## config.mk

```make
export PLATFORM = sky130hd
export DESIGN_NAME = key_short_long_press_mode_select_core
export DESIGN_NICKNAME = d
export VERILOG_FILES = /design/src/hw/rtl/kslp_pkg.sv /design/src/hw/rtl/kslp_press_det.sv /design/src/hw/rtl/key_short_long_press_mode_select_core.sv
export SDC_FILE = /design/constraint.sdc
export NUM_CORES = 1
export LEC_CHECK = 0
export BUFFER_PORTS_ARGS = -buffer_cell sky130_fd_sc_hd__buf_2
export CORE_MARGIN = 2
export CORE_UTILIZATION = 54
export DETAILED_ROUTE_END_ITERATION = 7
export PLACE_DENSITY = 0.81
export SYNTH_ARGS = -nofsm -noshare
export SYNTH_HDL_FRONTEND = slang
export SYNTH_SLANG_ARGS = --single-unit
```

## constraint.sdc

```tcl
create_clock -name clk -period 5.7 [get_ports clk]
set_input_delay 0.855 -clock clk [delete_from_list [all_inputs] [get_ports clk]]
set_output_delay 0.855 -clock clk [all_outputs]
set_load 0.05 [all_outputs]
```

## src/hw/rtl/kslp_pkg.sv

```systemverilog
`timescale 1ns / 1ps
`default_nettype none

package kslp_pkg;

  localparam int unsigned PIN_W   = 4;
  localparam int unsigned COUNT_W = 16;
  localparam int unsigned KEY_W   = 8;
  localparam int unsigned MODE_W  = 2;
  localparam int unsigned CFG_DW  = 32;
  localparam int unsigned CFG_AW  = 3;

  localparam logic [COUNT_W-1:0] SHORT_TICKS_RST = 16'd5;
  localparam logic [COUNT_W-1:0] LONG_TICKS_RST  = 16'd80;
  localparam logic [COUNT_W-1:0] COUNT_MAX       = 16'hFFFF;

  // register index, taken from paddr[2]
  localparam logic REG_SHORT_TICKS = 1'b0;
  localparam logic REG_LONG_TICKS  = 1'b1;

  // key masks of interest
  localparam logic [PIN_W-1:0] KEY_MODE  = 4'h2;
  localparam logic [PIN_W-1:0] KEY_CLEAN = 4'h4;

  // work modes
  localparam logic [MODE_W-1:0] MODE_SMART      = 2'd0;
  localparam logic [MODE_W-1:0] MODE_CARPET     = 2'd1;
  localparam logic [MODE_W-1:0] MODE_SELF_CLEAN = 2'd3;

  typedef struct packed {
    logic [COUNT_W-1:0] short_ticks;
    logic [COUNT_W-1:0] long_ticks;
  } cfg_t;

  typedef struct packed {
    logic [KEY_W-1:0]  key_code;
    logic [MODE_W-1:0] op_mode;
  } result_t;

endpackage

`default_nettype wire

```

## src/hw/rtl/kslp_press_det.sv

```systemverilog
`timescale 1ns / 1ps
`default_nettype none

// Press timing and mode selection for one scan tick. State advances on step.
module kslp_press_det (
  input  wire logic                          clk,
  input  wire logic                          rst,
  input  wire logic                          step,
  input  wire logic [kslp_pkg::PIN_W-1:0]    pin_levels,
  input  wire logic                          upright,
  input  wire kslp_pkg::cfg_t                cfg,
  output kslp_pkg::result_t                  result
);
  import kslp_pkg::*;

  logic [PIN_W-1:0]   previous_mask, previous_mask_next;
  logic [COUNT_W-1:0] hold_count, hold_count_next;
  logic               long_reported, long_reported_next;
  logic [PIN_W-1:0]   pending_short, pending_short_next;
  logic [MODE_W-1:0]  current_mode, current_mode_next;

  logic [PIN_W-1:0]   mask;
  logic [COUNT_W-1:0] count_inc;
  logic [KEY_W-1:0]   key;

  assign mask      = ~pin_levels;
  assign count_inc = (hold_count != COUNT_MAX) ? hold_count + 16'd1 : hold_count;

  always_comb begin
    key                = '0;
    hold_count_next    = hold_count;
    long_reported_next = long_reported;
    pending_short_next = pending_short;
    previous_mask_next = mask;
    if (mask != '0) begin
      if (!long_reported) begin
        if (mask == previous_mask) begin
          hold_count_next = count_inc;
          if (count_inc >= cfg.short_ticks) begin
            pending_short_next = mask;
          end
          if (count_inc >= cfg.long_ticks) begin
            key                = {1'b1, 3'b000, mask};
            pending_short_next = '0;
            long_reported_next = 1'b1;
          end
        end else begin
          hold_count_next = '0;
        end
      end
    end else begin
      if (pending_short != '0) begin
        key                = {4'h0, pending_short};
        pending_short_next = '0;
      end
      long_reported_next = 1'b0;
      hold_count_next    = '0;
    end
  end

  // mode key (short or long) toggles smart/carpet when not upright;
  // short clean key while upright enters self-clean for good
  always_comb begin
    current_mode_next = current_mode;
    if (key[KEY_W-2:0] == {3'b000, KEY_MODE} && !upright &&
        current_mode != MODE_SELF_CLEAN) begin
      current_mode_next = (current_mode == MODE_SMART) ? MODE_CARPET : MODE_SMART;
    end
    if (key == {4'h0, KEY_CLEAN} && upright) begin
      current_mode_next = MODE_SELF_CLEAN;
    end
  end

  assign result.key_code = key;
  assign result.op_mode  = current_mode_next;

  always_ff @(posedge clk) begin
    if (rst) begin
      previous_mask <= '0;
      hold_count    <= '0;
      long_reported <= 1'b0;
      pending_short <= '0;
      current_mode  <= MODE_SMART;
    end else if (step) begin
      previous_mask <= previous_mask_next;
      hold_count    <= hold_count_next;
      long_reported <= long_reported_next;
      pending_short <= pending_short_next;
      current_mode  <= current_mode_next;
    end
  end

endmodule

`default_nettype wire

```

## src/hw/rtl/key_short_long_press_mode_select_core.sv

```systemverilog
// Each accepted item is held in the input register; its result is then held in the result
// register until it is taken.
// Throughput: one item per cycle; the input register takes a new item whenever it is
// empty or its item moves on, which needs the result register free or being emptied.
// Every item gives exactly one result item.
// Reset (rst, synchronous, active high) empties both registers, clears the press
// state, sets smart mode and loads thresholds 5 and 80 ticks.
`timescale 1ns / 1ps
`default_nettype none

module key_short_long_press_mode_select_core (
  input  wire logic                          clk,
  input  wire logic                          rst,
  // slave side
  input  wire logic                          s_tvalid,
  output logic                               s_tready,
  input  wire logic [7:0]                    s_tdata,  // [3:0] pin_levels, [4] upright, rest 0
  // master side
  output logic                               m_tvalid,
  input  wire logic                          m_tready,
  output logic [15:0]                        m_tdata,  // [7:0] key_code, [9:8] op_mode, rest 0
  // configuration
  input  wire logic                          psel,
  input  wire logic                          penable,
  input  wire logic                          pwrite,
  input  wire logic [kslp_pkg::CFG_AW-1:0]   paddr,
  input  wire logic [kslp_pkg::CFG_DW-1:0]   pwdata,
  output logic [kslp_pkg::CFG_DW-1:0]        prdata,
  output logic                               pready
);
  import kslp_pkg::*;

  cfg_t cfg;

  // input register
  logic             in_valid;
  logic [PIN_W-1:0] in_pins;
  logic             in_upright;

  // result register
  logic [KEY_W-1:0]  out_key;
  logic [MODE_W-1:0] out_mode;

  logic    advance;
  result_t result;

  // ---- configuration port: writes land on the access phase
  assign pready = 1'b1;

  always_ff @(posedge clk) begin
    if (rst) begin
      cfg.short_ticks <= SHORT_TICKS_RST;
      cfg.long_ticks  <= LONG_TICKS_RST;
    end else if (psel && penable && pwrite) begin
      unique case (paddr[2])
        REG_SHORT_TICKS: cfg.short_ticks <= pwdata[COUNT_W-1:0];
        REG_LONG_TICKS:  cfg.long_ticks  <= pwdata[COUNT_W-1:0];
        default:         ;
      endcase
    end
  end

  always_comb begin
    unique case (paddr[2])
      REG_SHORT_TICKS: prdata = {{(CFG_DW-COUNT_W){1'b0}}, cfg.short_ticks};
      REG_LONG_TICKS:  prdata = {{(CFG_DW-COUNT_W){1'b0}}, cfg.long_ticks};
      default:         prdata = '0;
    endcase
  end

  // ---- flow control: the held item moves on when the result register frees up
  assign advance  = in_valid && (!m_tvalid || m_tready);
  assign s_tready = !in_valid || advance;

  always_ff @(posedge clk) begin
    if (rst) begin
      in_valid <= 1'b0;
    end else if (s_tready) begin
      in_valid <= s_tvalid;
    end
  end

  always_ff @(posedge clk) begin
    if (s_tready && s_tvalid) begin
      in_pins    <= s_tdata[PIN_W-1:0];
      in_upright <= s_tdata[PIN_W];
    end
  end

  // ---- press detection and mode state, stepped once per item
  kslp_press_det u_det (
    .clk        (clk),
    .rst        (rst),
    .step       (advance),
    .pin_levels (in_pins),
    .upright    (in_upright),
    .cfg        (cfg),
    .result     (result)
  );

  // ---- result register
  always_ff @(posedge clk) begin
    if (rst) begin
      m_tvalid <= 1'b0;
    end else if (advance) begin
      m_tvalid <= 1'b1;
    end else if (m_tready) begin
      m_tvalid <= 1'b0;
    end
  end

  always_ff @(posedge clk) begin
    if (advance) begin
      out_key  <= result.key_code;
      out_mode <= result.op_mode;
    end
  end

  assign m_tdata = {6'b000000, out_mode, out_key};

endmodule

`default_nettype wire

```

==> results.toml <==
[final_layout]
num-fill-cells = 675
synthToLayoutAreaGrowth_pct = 10.07
final_layout_size_suffix_gt1_share_pct = 14.92
finalNonFillerCells = 685
n_antenna_cell = 0
nNetsFinal = 661

[cts]
cts_resized = 0
clockBufferDepth = 2
cts_sinks = 73
ctsHtreeMaxLevel = 3
tritoncts = "yes"
cts_hold_buf = 0
cts_root_buffer = "clkbuf_8"
clkTransAtPathRegs_ns = 0.08
clock_latency_ns = 0.35
cts_setup_buffers = 0
numCtsBuffers = 9

[floorplan]
rows = 32
core_area_um2 = 7727
initial_core_util_pct = 55.94
dieArea_um2 = 8737
ios = 101
die_h_um = 93.47
die_width_um = 93.47

[run_status]
status = "complete, no violations"

[worst_setup_path]
crit_path_end_kind = "flop"
cp.arrival_ns = 4.94
critPathSlowestCell = "o31ai_2"
path_class = "flop to flop"
crit_chain = "nand4_1 > nor4_4 > nand3_1 > nand2b_1 > nor2_1 > xor2_1 > ha_1 > a21oi_1 > nor2b_1 > a2111oi_4 > o31ai_2 > a21oi_1 > or3_1 > a21bo_2"
cp_slowest_stage_delay_ns = 0.72
worstPathRequired_ns = 5.82
critPathMostFrequentCell = "a21oi_1"
critPathLaunchType = "flop"
cp_max_fo = 10

[synthesis]
synthFlopType = "dfxtp_1"
synth_area_per_cell_um2 = 8.065
ys_seq_area_share_pct = 36.58
synth.distinct_cells = 58
syn_area_um2 = 4323
synth_edf_count = 12
synthCells = 536
async_reset_ff_share_pct = 0
synth-seq-cells = 73
ys_warn_count = 0

[drt]
ant_nets = 0
drc_errors = 0
vias_per_cell = 5.496
first_iter_violations = 248
wirelength_um = 9368
dr.pass1.iters = 4
wire_per_inst_um = 13.68
vias = 3765

[place]
dp_hpwl_um = 6793
place.gp.congestion = 0.8481
dp_cells = 669
port_buffers = 53

[global_route]
grt_antenna_before_repair = 0
grt_pass1_vias = 3532
grt_pass1_wl_um = 15280
grt.total_usage_pct = 21.79
grt-ovfl-total = 0
grt_max_degree = 65

[sta]
finalClockSkew_ns = 0.01032
final-setup-viol-count = 0
post-route-min-period_ns = 4.821
maxSlewHeadroom_pct = 21.14
tightest_slew_ns = 1.179
rsz0062_at_grt = "no"
setup_tns_ns = 0
hold_viol = 0
report.final.slew_viol_count = 0
post-route-period-util_pct = 84.57
fmax_ghz = 0.2074

[flow_run]
maxCapViolCount = 0

[power]
leakage_nw = 1.965
power.density_nw_per_um2 = 237.3
peakVddDrop_mv = 0.1432
power_mw = 1.129

[min_path]
hp-class = "flop to flop"
worst max-delay path, delay by kind of cell, from the launching register on:
family                     cells  cell delay (ns)
xor gates and xnor gates       1             0.17
adders and majority gates      1             0.30
and+or+nand+nor                7             2.28
AOI/OAI and AO/OA              5             1.38
DFF                            1             0.46
metal layers:
| metal | up-vias | GRT usage, % | wire length, µm |
|---|---|---|---|
| met5 | - | 0 | 0 |
| met4 | 0 | 8.211 | 203 |
| met3 | 20 | 5.479 | 427 |
| met2 | 95 | 38.13 | 4739 |
| met1 | 1765 | 25.60 | 3998 |
| li1 | 1885 | - | - |
logic make-up after synthesis:
group                      share of synthesized area [%]
xor gates and xnor gates                           2.837
buffers and inverters                              9.609
and+or+nand+nor                                    21.85
adders and majority gates                          9.551
muxes                                             0.7236
AOI/OAI and AO/OA                                  18.67
DFF                                                36.58
other                                             0.1737
path summary, 6_finish.rpt:
check	startpoint	endpoint	slack, ns	cells after the start
worst min register to register	cfg[19]$_SDFFE_PP0P_	cfg[19]$_SDFFE_PP0P_	0.46	2
worst min-delay path	cfg[19]$_SDFFE_PP0P_	cfg[19]$_SDFFE_PP0P_	0.46	2
worst max register to register	u_det.hold_count[4]$_SDFFE_PP0P_	out_mode[1]$_DFFE_PP_	0.88	14
worst max-delay path	u_det.hold_count[4]$_SDFFE_PP0P_	out_mode[1]$_DFFE_PP_	0.88	14
flip-flops by register name (all words and copies together) (netlist names):
register             cells
cfg                     32
u_det.hold_count        16
out_key                  5
in_pins                  4
u_det.pending_short      4
u_det.previous_mask      4
out_mode                 2
u_det.current_mode       2
in_upright               1
in_valid                 1
m_tvalid                 1
u_det.long_reported      1
power by group:
| group | switching [mW] | total (mW) | internal, mW | leakage, nW |
|---|---|---|---|---|
| clock | 0.202 | 0.448 | 0.246 | 0.106 |
| combinational | 0.107 | 0.137 | 0.0299 | 1.25 |
| sequential | 0.00889 | 0.544 | 0.535 | 0.611 |
synthesized netlist by cell type, types with 2 or more instances:
master | instances | area [µm²]
a21oi_1 | 50 | 250.2
a22oi_1 | 10 | 75.07
nand4_1 | 9 | 56.30
nand3_1 | 12 | 60.06
or3_1 | 5 | 31.28
mux2i_1 | 2 | 20.02
o21a_1 | 2 | 15.01
a21o_1 | 4 | 30.03
a211o_1 | 3 | 26.28
edfxtp_1 | 12 | 360.4
ha_1 | 33 | 412.9
or4_2 | 4 | 35.03
clkbuf_1 | 20 | 75.07
and4_1 | 2 | 17.52
nor4_1 | 2 | 12.51
xnor2_1 | 8 | 70.07
o21ai_0 | 31 | 155.2
inv_1 | 36 | 135.1
buf_4 | 26 | 195.2
a211oi_1 | 6 | 45.04
nor2_1 | 39 | 146.4
a311oi_1 | 2 | 17.52
or4_1 | 5 | 37.54
nand2_1 | 100 | 375.4
dfxtp_1 | 61 | 1221
nand2b_1 | 7 | 43.79
xor2_1 | 6 | 52.55
nor2b_1 | 5 | 31.28
conb_1 | 2 | 7.510
nor3_1 | 2 | 10.01
and3_1 | 2 | 12.51
o311ai_1 | 2 | 17.52
layout by cell type, fill, tap and decap left out, types with 7 or more instances in the layout:
cell type    n
nand3_1     12
nand2b_1     7
buf_2       53
edfxtp_1    12
xnor2_1      8
inv_1       36
a21oi_1     50
o21ai_0     31
ha_1        33
a22oi_1     10
nor2_1      39
nand4_1      9
conb_1      26
dfxtp_1     61
nand2_1    100
clkbuf_8     9
layout make-up:
type	instances	area [µm²]	area share [%]
Clock buffer	9	123.9	2.603
Clock inverter	7	93.84	1.972
Inverter	36	135.1	2.840
Multi-Input combinational cell	403	2416	50.78
Sequential cell	73	1582	33.24
Tap cell	102	127.6	2.682
Timing Repair Buffer	55	280.3	5.890
per-stage QoR:
step	instance area (µm²)	hold slack, ns	setup slack [ns]	utilization [%]
floorplan	4413	0.4363	1.698	-
global placement	4541	0.4422	1.123	58.76
detailed placement	4541	0.4468	0.9753	58.76
CTS	4758	0.4576	0.9586	61.58
global route	4758	0.4806	0.6113	61.58
finish	4758	0.4584	0.8794	61.58
Note: power is estimated with default switching activity, not from simulation.
